## config.mk

```make
export PLATFORM = sky130hd
export DESIGN_NAME = swerve_drive_wheel_kinematics
export DESIGN_NICKNAME = d
export VERILOG_FILES = /design/src/hw/rtl/swd_pkg.sv /design/src/hw/rtl/swd_mul.sv /design/src/hw/rtl/swd_cordic.sv /design/src/hw/rtl/swerve_drive_wheel_kinematics.sv
export SDC_FILE = /design/constraint.sdc
export NUM_CORES = 2
export LEC_CHECK = 0
export BUFFER_PORTS_ARGS = -buffer_cell sky130_fd_sc_hd__buf_2
export CAP_MARGIN = 20
export CORE_MARGIN = 2
export CORE_UTILIZATION = 60
export DETAILED_ROUTE_END_ITERATION = 6
export GPL_TIMING_DRIVEN = 0
export PLACE_DENSITY = 0.77
export SLEW_MARGIN = 20
export SYNTH_ARGS = -nofsm -noshare
export SYNTH_HDL_FRONTEND = slang
export SYNTH_HIERARCHICAL = 1
export SYNTH_SLANG_ARGS = --single-unit
```

## constraint.sdc

```tcl
create_clock -name clk -period 11.2 [get_ports clk]
set_input_delay 1.12 -clock clk [delete_from_list [all_inputs] [get_ports clk]]
set_output_delay 1.12 -clock clk [all_outputs]
set_load 0.03 [all_outputs]
```

## src/hw/rtl/swd_pkg.sv

```systemverilog
// swd_pkg: shared constants, widths and the arctangent table for the
// swerve drive wheel kinematics block. No dependencies.
`default_nettype none

package swd_pkg;

  // fixed sizes
  localparam int WHEEL_COUNT    = 4;
  localparam int CORDIC_STEPS   = 16;
  localparam int ENCODER_COUNTS = 8192;
  localparam int TABLE_LEN      = 24;
  localparam int CORDIC_ITERS   = (CORDIC_STEPS < TABLE_LEN) ? CORDIC_STEPS : TABLE_LEN;
  localparam int ITER_W         = 5;

  // datapath widths
  localparam int MUL_AW = 36;
  localparam int MUL_BW = 21;
  localparam int MUL_PW = MUL_AW + MUL_BW;
  localparam int SUM_W  = 54;
  localparam int XY_W   = 40;
  localparam int Z_W    = 26;
  localparam int HD_W   = 17;
  localparam int SPD_W  = 22;
  localparam int DIF_W  = 40;

  // angle constants in 1/64 degree
  localparam int DEG_FULL    = 23040;
  localparam int DEG_HALF    = 11520;
  localparam int DEG_QUARTER = 5760;

  // scaled constants
  localparam int COEF_X    = 38535;
  localparam int COEF_Y    = 53019;
  localparam int INV_GAIN  = 39797;
  localparam int Z_QUARTER = 90 * 65536;

  // config register indexes
  localparam logic [2:0] REG_LIN_GAIN = 3'd0;
  localparam logic [2:0] REG_ROT_GAIN = 3'd1;
  localparam logic [2:0] REG_OFS_A    = 3'd2;
  localparam logic [2:0] REG_OFS_B    = 3'd3;
  localparam logic [2:0] REG_OFS_C    = 3'd4;
  localparam logic [2:0] REG_OFS_D    = 3'd5;

  // arctangent of 2^-i in 1/65536 degree, rounded
  function automatic logic [Z_W-1:0] atan_entry(input logic [ITER_W-1:0] i);
    logic [Z_W-1:0] v;
    case (i)
      5'd0:  v = Z_W'(2949120);
      5'd1:  v = Z_W'(1740967);
      5'd2:  v = Z_W'(919879);
      5'd3:  v = Z_W'(466945);
      5'd4:  v = Z_W'(234379);
      5'd5:  v = Z_W'(117304);
      5'd6:  v = Z_W'(58666);
      5'd7:  v = Z_W'(29335);
      5'd8:  v = Z_W'(14668);
      5'd9:  v = Z_W'(7334);
      5'd10: v = Z_W'(3667);
      5'd11: v = Z_W'(1833);
      5'd12: v = Z_W'(917);
      5'd13: v = Z_W'(458);
      5'd14: v = Z_W'(229);
      5'd15: v = Z_W'(115);
      5'd16: v = Z_W'(57);
      5'd17: v = Z_W'(29);
      5'd18: v = Z_W'(14);
      5'd19: v = Z_W'(7);
      5'd20: v = Z_W'(4);
      5'd21: v = Z_W'(2);
      5'd22: v = Z_W'(1);
      default: v = '0;
    endcase
    return v;
  endfunction

endpackage

`default_nettype wire

```

## src/hw/rtl/swd_mul.sv

```systemverilog
// swd_mul: shared signed multiplier with registered product.
// Depends on swd_pkg for operand widths.
`default_nettype none

module swd_mul
  import swd_pkg::*;
(
  input  wire                       clk,
  input  wire  logic signed [MUL_AW-1:0] a,
  input  wire  logic signed [MUL_BW-1:0] b,
  output logic signed [MUL_PW-1:0]  p
);

  // one product per cycle
  always_ff @(posedge clk) begin
    p <= MUL_PW'(a) * MUL_PW'(b);
  end

endmodule

`default_nettype wire

```

## src/hw/rtl/swd_cordic.sv

```systemverilog
// swd_cordic: vectoring cordic, one rotation per cycle, with the
// half-plane pre-rotation. Depends on swd_pkg for widths and the table.
`default_nettype none

module swd_cordic
  import swd_pkg::*;
(
  input  wire                     clk,
  input  wire                     rst,
  input  wire                     start,
  input  wire  logic signed [XY_W-1:0] x_in,
  input  wire  logic signed [XY_W-1:0] y_in,
  output logic                    done,
  output logic signed [XY_W-1:0]  x_out,
  output logic signed [Z_W-1:0]   z_out
);

  logic signed [XY_W-1:0] x, y, xs, ys;
  logic signed [Z_W-1:0]  z, at;
  logic [ITER_W-1:0]      iter;
  logic                   run;

  assign xs = x >>> iter;
  assign ys = y >>> iter;
  assign at = $signed(atan_entry(iter));
  assign x_out = x;
  assign z_out = z;

  // pre-rotation on start, then micro-rotations
  always_ff @(posedge clk) begin
    if (start) begin
      if (x_in < 0) begin
        if (y_in >= 0) begin
          x <= y_in;
          y <= -x_in;
          z <= Z_W'(Z_QUARTER);
        end else begin
          x <= -y_in;
          y <= x_in;
          z <= -Z_W'(Z_QUARTER);
        end
      end else begin
        x <= x_in;
        y <= y_in;
        z <= '0;
      end
    end else if (run) begin
      if (y > 0) begin
        x <= x + ys;
        y <= y - xs;
        z <= z + at;
      end else begin
        x <= x - ys;
        y <= y + xs;
        z <= z - at;
      end
    end
  end

  // iteration counter
  always_ff @(posedge clk) begin
    if (rst) begin
      run  <= 1'b0;
      done <= 1'b0;
      iter <= '0;
    end else begin
      done <= 1'b0;
      if (start) begin
        run  <= 1'b1;
        iter <= '0;
      end else if (run) begin
        if (iter == ITER_W'(CORDIC_ITERS - 1)) begin
          run  <= 1'b0;
          done <= 1'b1;
        end
        iter <= iter + 1'b1;
      end
    end
  end

endmodule

`default_nettype wire

```

## src/hw/rtl/swerve_drive_wheel_kinematics.sv

```systemverilog
// swerve_drive_wheel_kinematics: top level, sequencer, config registers and
// angle wrapping. Depends on swd_pkg, swd_mul and swd_cordic.
//
//  channel  | dir | payload
//  s_axis   | in  | tdata: vel_x, vel_y, vel_rot, enc_wheel_a..d
//  m_axis   | out | tdata: wheel_index, steer_target, drive_speed; tlast
//  cfg      | in  | register index and write data
//
// One command runs the product states S_M0 to S_M6, then per wheel the sum
// state, the cordic run, the speed states S_SPD and S_SPD2, the wrap state
// (repeated until the heading lies within half a turn of the encoder
// position) and the output state; a standing wheel skips the cordic and
// speed states. The shared multiplier and the one-rotation-per-cycle cordic
// set the length of a command. s_axis_tready is high only while idle; a
// stalled result holds the sequencer. Reset loads the register defaults and
// clears the held headings.
`default_nettype none

module swerve_drive_wheel_kinematics
  import swd_pkg::*;
(
  input  wire          clk,
  input  wire          rst,
  input  wire          s_axis_tvalid,
  output logic         s_axis_tready,
  input  wire  [103:0] s_axis_tdata,   // vel_x, vel_y, vel_rot, enc_wheel_a..d, zero fill
  output logic         m_axis_tvalid,
  input  wire          m_axis_tready,
  output logic [39:0]  m_axis_tdata,   // wheel_index, steer_target, drive_speed, zero fill
  output logic         m_axis_tlast,
  input  wire          cfg_we,
  input  wire  [2:0]   cfg_index,
  input  wire  [19:0]  cfg_data
);

  localparam logic [3:0] S_IDLE = 4'd0;
  localparam logic [3:0] S_M0   = 4'd1;
  localparam logic [3:0] S_M1   = 4'd2;
  localparam logic [3:0] S_M2   = 4'd3;
  localparam logic [3:0] S_M3   = 4'd4;
  localparam logic [3:0] S_M4   = 4'd5;
  localparam logic [3:0] S_M5   = 4'd6;
  localparam logic [3:0] S_M6   = 4'd7;
  localparam logic [3:0] S_SUM  = 4'd8;
  localparam logic [3:0] S_CORD = 4'd9;
  localparam logic [3:0] S_SPD  = 4'd10;
  localparam logic [3:0] S_SPD2 = 4'd11;
  localparam logic [3:0] S_WRAP = 4'd12;
  localparam logic [3:0] S_OUT  = 4'd13;

  localparam logic signed [DIF_W-1:0] N_C     = DIF_W'(ENCODER_COUNTS);
  localparam logic signed [DIF_W-1:0] HALF_N  = DIF_W'(DEG_HALF * ENCODER_COUNTS);
  localparam logic signed [DIF_W-1:0] QUART_N = DIF_W'(DEG_QUARTER * ENCODER_COUNTS);

  logic [3:0]   state;
  logic [103:0] in_reg;
  logic [1:0]   wheel;

  // config registers
  logic [19:0]        lin_gain, rot_gain;
  logic signed [14:0] ofs [WHEEL_COUNT];
  logic signed [15:0] held [WHEEL_COUNT];

  // products
  logic signed [MUL_AW-1:0] mul_a;
  logic signed [MUL_BW-1:0] mul_b;
  logic signed [MUL_PW-1:0] mul_p;
  logic signed [MUL_AW-1:0] lin_x, lin_y, rot_p;
  logic signed [51:0]       rot_x, rot_y;

  // per-wheel datapath
  logic signed [SUM_W-1:0] sx, sy;
  logic                    cord_start, cord_done;
  logic signed [XY_W-1:0]  cord_x;
  logic signed [Z_W-1:0]   cord_z;
  logic signed [HD_W-1:0]  head;
  logic signed [SPD_W-1:0] speed;
  logic signed [SPD_W-1:0] spd_fin;
  logic signed [HD_W-1:0]  head_fin;
  logic signed [DIF_W-1:0] diff;
  logic [12:0]             pos;
  logic signed [MUL_PW-1:0] spd_round;
  logic signed [Z_W-1:0]   z_round;

  assign s_axis_tready = (state == S_IDLE);

  // config writes
  always_ff @(posedge clk) begin
    if (rst) begin
      lin_gain <= 20'd1006638;
      rot_gain <= 20'd17920;
      ofs[0]   <= -15'sd1920;
      ofs[1]   <= 15'sd10080;
      ofs[2]   <= -15'sd1440;
      ofs[3]   <= -15'sd1440;
    end else if (cfg_we) begin
      case (cfg_index)
        REG_LIN_GAIN: lin_gain <= cfg_data;
        REG_ROT_GAIN: rot_gain <= cfg_data;
        REG_OFS_A:    ofs[0]   <= cfg_data[14:0];
        REG_OFS_B:    ofs[1]   <= cfg_data[14:0];
        REG_OFS_C:    ofs[2]   <= cfg_data[14:0];
        REG_OFS_D:    ofs[3]   <= cfg_data[14:0];
        default: ;
      endcase
    end
  end

  // multiplier operand select
  always_comb begin
    mul_a = '0;
    mul_b = '0;
    case (state)
      S_M0: begin
        mul_a = MUL_AW'($signed(in_reg[15:0]));
        mul_b = $signed({1'b0, lin_gain});
      end
      S_M1: begin
        mul_a = MUL_AW'($signed(in_reg[31:16]));
        mul_b = $signed({1'b0, lin_gain});
      end
      S_M2: begin
        mul_a = MUL_AW'($signed(in_reg[47:32]));
        mul_b = $signed({1'b0, rot_gain});
      end
      S_M4: begin
        mul_a = rot_p;
        mul_b = MUL_BW'(COEF_X);
      end
      S_M5: begin
        mul_a = rot_p;
        mul_b = MUL_BW'(COEF_Y);
      end
      S_SPD: begin
        mul_a = (cord_x < 0) ? '0 : cord_x[MUL_AW-1:0];
        mul_b = MUL_BW'(INV_GAIN);
      end
      default: ;
    endcase
  end

  swd_mul u_mul (
    .clk (clk),
    .a   (mul_a),
    .b   (mul_b),
    .p   (mul_p)
  );

  // wheel sums with per-wheel signs
  always_comb begin
    logic signed [SUM_W-1:0] lx, ly, rx, ry;
    lx = SUM_W'($signed({lin_x, 16'b0}));
    ly = SUM_W'($signed({lin_y, 16'b0}));
    rx = SUM_W'(rot_x);
    ry = SUM_W'(rot_y);
    sx = (wheel == 2'd0 || wheel == 2'd1) ? lx - rx : lx + rx;
    sy = (wheel == 2'd0 || wheel == 2'd3) ? ly + ry : ly - ry;
  end

  assign cord_start = (state == S_SUM) && !(sx == 0 && sy == 0);

  swd_cordic u_cordic (
    .clk   (clk),
    .rst   (rst),
    .start (cord_start),
    .x_in  (XY_W'(sy >>> 20)),
    .y_in  (XY_W'(sx >>> 20)),
    .done  (cord_done),
    .x_out (cord_x),
    .z_out (cord_z)
  );

  // encoder position of the current wheel
  always_comb begin
    case (wheel)
      2'd0:    pos = in_reg[60:48];
      2'd1:    pos = in_reg[73:61];
      2'd2:    pos = in_reg[86:74];
      default: pos = in_reg[99:87];
    endcase
  end

  // exact angle distance, scaled by the encoder count
  assign diff = DIF_W'(head) * N_C - DIF_W'(pos) * DIF_W'(DEG_FULL);

  assign spd_round = mul_p + MUL_PW'(64'sd2147483648);
  assign z_round   = cord_z + Z_W'(512);

  // final flip and saturation
  always_comb begin
    logic signed [SPD_W-1:0] s;
    head_fin = head;
    s = speed;
    if (diff > QUART_N) begin
      head_fin = head - HD_W'(DEG_HALF);
      s = -speed;
    end else if (diff < -QUART_N) begin
      head_fin = head + HD_W'(DEG_HALF);
      s = -speed;
    end
    if (s > SPD_W'(65535))       spd_fin = SPD_W'(65535);
    else if (s < -SPD_W'(65536)) spd_fin = -SPD_W'(65536);
    else                         spd_fin = s;
  end

  // sequencer
  always_ff @(posedge clk) begin
    if (rst) begin
      state         <= S_IDLE;
      wheel         <= '0;
      m_axis_tvalid <= 1'b0;
      for (int i = 0; i < WHEEL_COUNT; i++) held[i] <= '0;
    end else begin
      case (state)
        S_IDLE: begin
          if (s_axis_tvalid) begin
            in_reg <= s_axis_tdata;
            wheel  <= '0;
            state  <= S_M0;
          end
        end
        S_M0: state <= S_M1;
        S_M1: begin
          lin_x <= mul_p[MUL_AW-1:0];
          state <= S_M2;
        end
        S_M2: begin
          lin_y <= mul_p[MUL_AW-1:0];
          state <= S_M3;
        end
        S_M3: begin
          rot_p <= mul_p[MUL_AW-1:0];
          state <= S_M4;
        end
        S_M4: state <= S_M5;
        S_M5: begin
          rot_x <= mul_p[51:0];
          state <= S_M6;
        end
        S_M6: begin
          rot_y <= mul_p[51:0];
          state <= S_SUM;
        end
        S_SUM: begin
          if (sx == 0 && sy == 0) begin
            head  <= HD_W'(held[wheel]);
            speed <= '0;
            state <= S_WRAP;
          end else begin
            state <= S_CORD;
          end
        end
        S_CORD: begin
          if (cord_done) state <= S_SPD;
        end
        S_SPD: state <= S_SPD2;
        S_SPD2: begin
          speed <= spd_round[SPD_W+31:32];
          head  <= HD_W'(z_round >>> 10) + HD_W'(ofs[wheel]);
          held[wheel] <= 16'(HD_W'(z_round >>> 10) + HD_W'(ofs[wheel]));
          state <= S_WRAP;
        end
        S_WRAP: begin
          if (diff > HALF_N) begin
            head <= head - HD_W'(DEG_FULL);
          end else if (diff < -HALF_N) begin
            head <= head + HD_W'(DEG_FULL);
          end else begin
            m_axis_tdata  <= {5'b0, 17'(spd_fin), 16'(head_fin), wheel};
            m_axis_tlast  <= (wheel == 2'(WHEEL_COUNT - 1));
            m_axis_tvalid <= 1'b1;
            state         <= S_OUT;
          end
        end
        S_OUT: begin
          if (m_axis_tready) begin
            m_axis_tvalid <= 1'b0;
            if (wheel == 2'(WHEEL_COUNT - 1)) begin
              state <= S_IDLE;
            end else begin
              wheel <= wheel + 1'b1;
              state <= S_SUM;
            end
          end
        end
        default: state <= S_IDLE;
      endcase
    end
  end

endmodule

`default_nettype wire
```

### Word-level counts from Yosys, hierarchy flattened

Memories as Yosys holds them, arrays and structs flattened. A register that Yosys moved wholly into a read port is not among the register bits.
Cells that the tools add are included.

* register bits: 601
* latch bits: 0
* memory bits (writable): 124
* ROM bits: 704
* output and inout port bits: 43
* memories kept: 3

Memory list
* (name not given): depth 32, width 22, read ports 1, clocked after Yosys merged registers in 1, wr ports 0, RTL line swd_pkg.sv:48 `case (i)`
* held: depth 4, width 16, read ports 1, clocked after Yosys merged registers in 1, wr ports 4, RTL line swerve_drive_wheel_kinematics.sv:62 `logic signed [15:0] held [WHEEL_COUNT];`
* ofs: depth 4, width 15, read ports 1, clocked after Yosys merged registers in 1, wr ports 4, RTL line swerve_drive_wheel_kinematics.sv:61 `logic signed [14:0] ofs [WHEEL_COUNT];`

* add/sub/neg operators: 23
* $mul: 2
* div/mod/pow operators: 0
* magnitude comparators: 10
* eq/ne operators: 30
* shift operators: 2
* muxes and demuxes: 86
* bitwise gates (word level): 8
* reduce and logical (&&, ||, !) cells: 34

Operators by type and width (count)
* $mux 40: 10
* $pmux 36 s5: 1
* $mux 26: 5
* $logic_not 54->1: 2
* $mux 54: 2
* $add 52x52->53: 2
* $sub 52x52->53: 2
* $pmux 20 s5: 1
* $add 40x40->40: 2
* $neg 34->40: 2
* $sshr 40x5->40: 2
* $sub 40x40->40: 2
* $mux 17: 4
* $mux 22: 3
* $mux 15: 4
* $pmux 4 s14: 1
* $add 54x33->54 const B: 1
* $mul 36x21->54: 1
* $pmux 17 s3: 1
* $mux 16: 3
* $pmux 22 s2: 1
* $gt 40x1->1 const B: 1
* $lt 40x1->1 const B: 1
* $pmux 13 s3: 1
* 59 further kinds: 140

### Longest topological paths before layout

* word-level depth: 9
* depth in mapped cells: 43
* mapped depth without buffers: 43

### Cells and area by module

Netlist, hierarchy kept.

Modules (own cells, without submodules)
* swerve_drive_wheel_kinematics: times used 1, cells an instance 3468, area each 35057.4 um^2
* swd_mul: times used 1, cells an instance 3025, area each 27288.7 um^2
* swd_cordic: times used 1, cells an instance 2604, area each 21813.4 um^2

### Worst setup path before layout

No wires, ideal clock.

* path kind: reg2reg
* start point: reg wheel[0]
* end point: reg head[16] (data pin)
* library setup time: 269 ps
* arrival time: 8361 ps
* required time: 10931 ps
* setup slack: 2571 ps
* stages on the path, launching flop included: 44
* path buffers: 1
* clock period less this slack: 8629 ps
* cells stage by stage: dfxtp_1 > clkinv_1 > ha_1 > clkbuf_1 > a222oi_1 > a21oi_1 > ha_1 > ha_1 > inv_1 > fa_1 > inv_1 > ha_1 > fa_1 > a21o_1 > a21oi_1 > o21bai_1 > a21oi_1 > o21bai_1 > (+8 left out) > nand2_1 > o21a_1 > a31oi_1 > o21bai_1 > or2_2 > o22a_1 > inv_1 > ha_1 > a21o_1 > a21o_1 > a21o_1 > a21oi_1 > o21bai_1 > a21oi_1 > xnor2_1 > xnor2_1 > o21a_1 > o21ai_0

* cells in the longest elaborated chain, start to end: 7
* elaborated cells between the ends (all ways): 9
* those cells by class: add/sub: 1; mul: 1; order compare: 1; eq/ne: 2; mux: 3; reduce/logical: 1

RTL lines
* start, declared: RTL line swerve_drive_wheel_kinematics.sv:57 `logic [1:0] wheel;`
* start signal, assigned: RTL line swerve_drive_wheel_kinematics.sv:281 `wheel <= wheel + 1'b1;`
* $eq 2x2->1, or another cell as far along: RTL line swerve_drive_wheel_kinematics.sv:175 `case (wheel)`
* $pmux 13 s3 (*): RTL line swerve_drive_wheel_kinematics.sv:175
* $mul 13x6->19 (*): RTL line swerve_drive_wheel_kinematics.sv:184 `assign diff = DIF_W'(head) * N_C - DIF_W'(pos) * DIF_W'(DEG_FULL);`
* $sub 30x29->31 (*): RTL line swerve_drive_wheel_kinematics.sv:184
* $gt 31x28->1 (*): RTL line swerve_drive_wheel_kinematics.sv:264 `if (diff > HALF_N) begin`
* $mux 17 (*): RTL line swerve_drive_wheel_kinematics.sv:264
* $pmux 17 s3 (*): RTL line swerve_drive_wheel_kinematics.sv:214 `case (state)`
* end signal, assigned: RTL line swerve_drive_wheel_kinematics.sv:259 `head <= HD_W'(z_round >>> 10) + HD_W'(ofs[wheel]);`
* end signal, assigned: RTL line swerve_drive_wheel_kinematics.sv:265 `head <= head - HD_W'(DEG_FULL);`
* end signal, assigned: RTL line swerve_drive_wheel_kinematics.sv:267 `head <= head + HD_W'(DEG_FULL);`
* end, declared: RTL line swerve_drive_wheel_kinematics.sv:76 `logic signed [HD_W-1:0] head;`

Every way passes the cells marked *; elsewhere a longest branch is shown, timed or not.
A chain may end at the register's enable or synchronous reset.

### Worst setup path after layout

* start point: reg wheel[0]
* end point: reg u_cordic.x[13] (netlist: u_cordic/x_out[13]) (data pin)

* cells in the longest elaborated chain, start to end: 8
* elaborated cells between the ends (all ways): 18
* those cells by class: add/sub: 1; order compare: 2; eq/ne: 2; mux: 5; reduce/logical: 8

RTL lines
* $eq 2x2->1 or $logic_not 2->1 (tied branches): RTL line swerve_drive_wheel_kinematics.sv:157 `sy = (wheel == 2'd0 || wheel == 2'd3) ? ly + ry : ly - ry;`
* $logic_or 1x1->1 (*): RTL line swerve_drive_wheel_kinematics.sv:157
* $mux 54 (*): RTL line swerve_drive_wheel_kinematics.sv:157
* net sy[48]: RTL line swerve_drive_wheel_kinematics.sv:72 `logic signed [SUM_W-1:0] sx, sy;`
* $logic_not 54->1 (*): RTL line swerve_drive_wheel_kinematics.sv:160 `assign cord_start = (state == S_SUM) && !(sx == 0 && sy == 0);`
* $logic_and 1x1->1 (*): RTL line swerve_drive_wheel_kinematics.sv:160
* $logic_not 1->1 (*): RTL line swerve_drive_wheel_kinematics.sv:160
* $logic_and 1x1->1 (*): RTL line swerve_drive_wheel_kinematics.sv:160
* net cord_start: RTL line swerve_drive_wheel_kinematics.sv:73 `logic cord_start, cord_done;`
* $mux 40 (*): RTL line swd_cordic.sv:31 `if (start) begin`
* end signal, assigned: RTL line swd_cordic.sv:34 `x <= y_in;`
* end signal, assigned: RTL line swd_cordic.sv:38 `x <= -y_in;`
* end signal, assigned: RTL line swd_cordic.sv:43 `x <= x_in;`
* end, declared: RTL line swd_cordic.sv:18 `logic signed [XY_W-1:0] x, y, xs, ys;`

Mark *: on every way through the listed nets, which the timed path passes. The rest lies on a longest branch.

==> results.yml <==
cells_and_area:
  largest_reg_flops: 100
  fin_area_sq_um: 90300
  nets: 10712
  drive_above_1_share_pct: 8.20
  area_growth_pct: 8.18
  fillers: 10814
cts:
  cts_buffer_depth: 3
  cts_tree: "built"
  cts_root_buffer: "clkbuf_16"
  numCtsBuffers: 84
  cts_sinks: 749
  path_clk_slew_ns: 0.07
  htree_levels: 3
  clk_latency_ns: 0.75
sta:
  clock_skew_ns: 0.0796
  whs_ns: 0.450
  setup_viol: 43
  slew_viol_final: 0
  tightest_slew_ns: 1.32
  fin_crit_ns: 11.48
  max_freq_mhz: 87.1
  rsz0062_at_grt: "no"
  worst_slack_ns: -0.281
  hold_violations: 0
  relSlewSlack_pct: 11.9
  fin_crit_sh_pct: 103
power_and_ir_drop:
  p_leak_nw: 38.0
  vdd.ir_drop.worst_mv: 0.256
  cellPowerDensity_nw_per_um2: 179
detailed_routing:
  via_per_inst: 6.87
  drt-wirelength-per-cell_microns: 30.5
  vias: 77038
  dr.first_iter.drc_count: 10790
  drc_errors: 5
  ant_nets: 0
  drt_pass1_iterations: 7
  drt-total-wl_microns: 343000
place:
  placed_cell_area_sq_um: 87300
  pre_cts_ws_ns: -0.411
  portBuffers: 165
  gp_congestion: 1.07
  dp_hpwl_microns: 272000
global_route:
  antenna_found_initial: 27
  grt_pass1_vias: 77129
  gr-total-overflow: 0
  grt_max_degree: 43
  grt_usage_pct: 47.8
  grt_pass1_wl_microns: 497000
floorplan:
  fp.coreArea_sq_um: 138000
  die_w_microns: 377
  dieArea_sq_um: 142000
  ios: 175
  dieHeight_microns: 377
  start_util_pct: 60.5
  placementRows: 136
worst_setup_path:
  crit_path_max_incr_delay_ns: 0.94
  path_max_fanout: 10
  cp-end-kind: "flop"
  cp-start-kind: "flop"
  worstPathArrival_ns: 12.02
  path_common_cell: "clkbuf_1"
  crit_type: "reg2reg"
  required_ns: 11.74
  path_cells: "clkinvlp_4 -> ha_1 -> clkbuf_1 -> clkbuf_1 -> clkbuf_1 -> clkbuf_1 -> clkbuf_1 -> buf_1 -> mux2i_1 -> xnor2_1 -> nor4b_1 -> and4_1 -> nand4_2 -> and3_1 -> clkbuf_1 -> clkbuf_1 -> clkbuf_1 -> buf_1 -> o211ai_1 -> o31ai_1"
  crit_slowest_cell: "xnor2_1"
yosys:
  ys_warn_count: 6
  syn-cell-area_sq_um: 83400
  avgSynthCellArea_sq_um: 9.25
  syn_inst: 9024
worst_hold_path:
  hold_path.class: "reg2reg"
outcome:
  status: "complete, but fails checks"
  violations: "design-rule violations, negative setup slack"
flow_run:
  cap_violations: 0
-- stage by stage --
stage                     instances  setup TNS (ns)  utilization, %  power, mW
after detailed placement      11045           -3.44            63.3       12.9
after floorplan                9035               0               -       10.1
after global placement        10994         -175.65            62.8       12.5
after global routing          11210               0            65.5       17.1
final                         11218          -0.914            65.5       16.2
after CTS                     11201               0            65.4       15.8
-- path summary, 6_finish.rpt --
path,start,to,slack [ns],cells after the start
max,wheel[0],u_cordic/x_out[13],-0.28,20
min,rot_gain[7],rot_gain[7],0.45,2
max reg2reg,wheel[0],u_cordic/x_out[13],-0.28,20
min reg2reg,rot_gain[7],rot_gain[7],0.45,2
-- layer usage --
| layer | track usage [%] | part of all wire (%) |
|---|---|---|
| met1 | 54.4 | 33 |
| met2 | 75.8 | 45 |
| met3 | 11.8 | 11 |
| met4 | 40.6 | 11 |
| met5 | 0 | 0.015 |
-- critical path, delay by kind of cell (launching register included) --
family | cells | cell delay, ns
XOR/XNOR | 1 | 0.94
adder cells (fa/ha/maj) | 1 | 0.62
AND/OR/NAND/NOR | 4 | 0.96
AO/OA/AOI/OAI | 2 | 0.73
buffers and inverters | 11 | 7.28
multiplexers | 1 | 0.19
flip-flops | 1 | 0.50
-- placed cells by master, fill, tap and decap left out, types with 73 or more instances in the layout --
master     count
nor4_1        73
a21oi_1      471
mux4_2       128
clkbuf_1     364
nand2b_1      81
nor2_1       526
mux2i_1       96
o21ai_0      367
nand3_1      178
fa_1         748
a31oi_1       91
and2_1       374
edfxtp_1     617
xor2_1       204
buf_2        214
o211ai_1     112
nor3_1       137
ha_1         493
a21o_1       133
clkbuf_16     87
dfxtp_1      132
nand2_1      970
inv_1       1125
xnor2_1      239
-- what timing repair did --
action / 4_1_cts / 5_1_grt
hold buffers: 0 / 0
setup endpoints to repair: 21 / 18
pin swaps: 0 / 3
setup buffers: 0 / 3
resized for setup: 2 / 34
-- final cells by class --
type                            count  area (sq um)  share of cell area, %
Antenna cell                       14          35.0                 0.0388
Clock buffer                      117          2390                   2.65
Clock inverter                     40           428                  0.474
Buffer                            471          2030                   2.25
Timing Repair Buffer              219          1440                   1.60
Inverter                         1135          4260                   4.72
Sequential cell                   749         21200                   23.5
Multi-Input combinational cell   6679         56300                   62.3
Tap cell                         1794          2240                   2.49
-- power breakdown --
group	switching [mW]	internal, mW	leakage [nW]	total [mW]
logic	6.09	3.51	29.8	9.59
registers	0.391	3.35	6.87	3.75
clock network	1.26	1.58	1.37	2.84
total	7.74	8.44	38.0	16.2
Power figures use the tool's default switching activity.
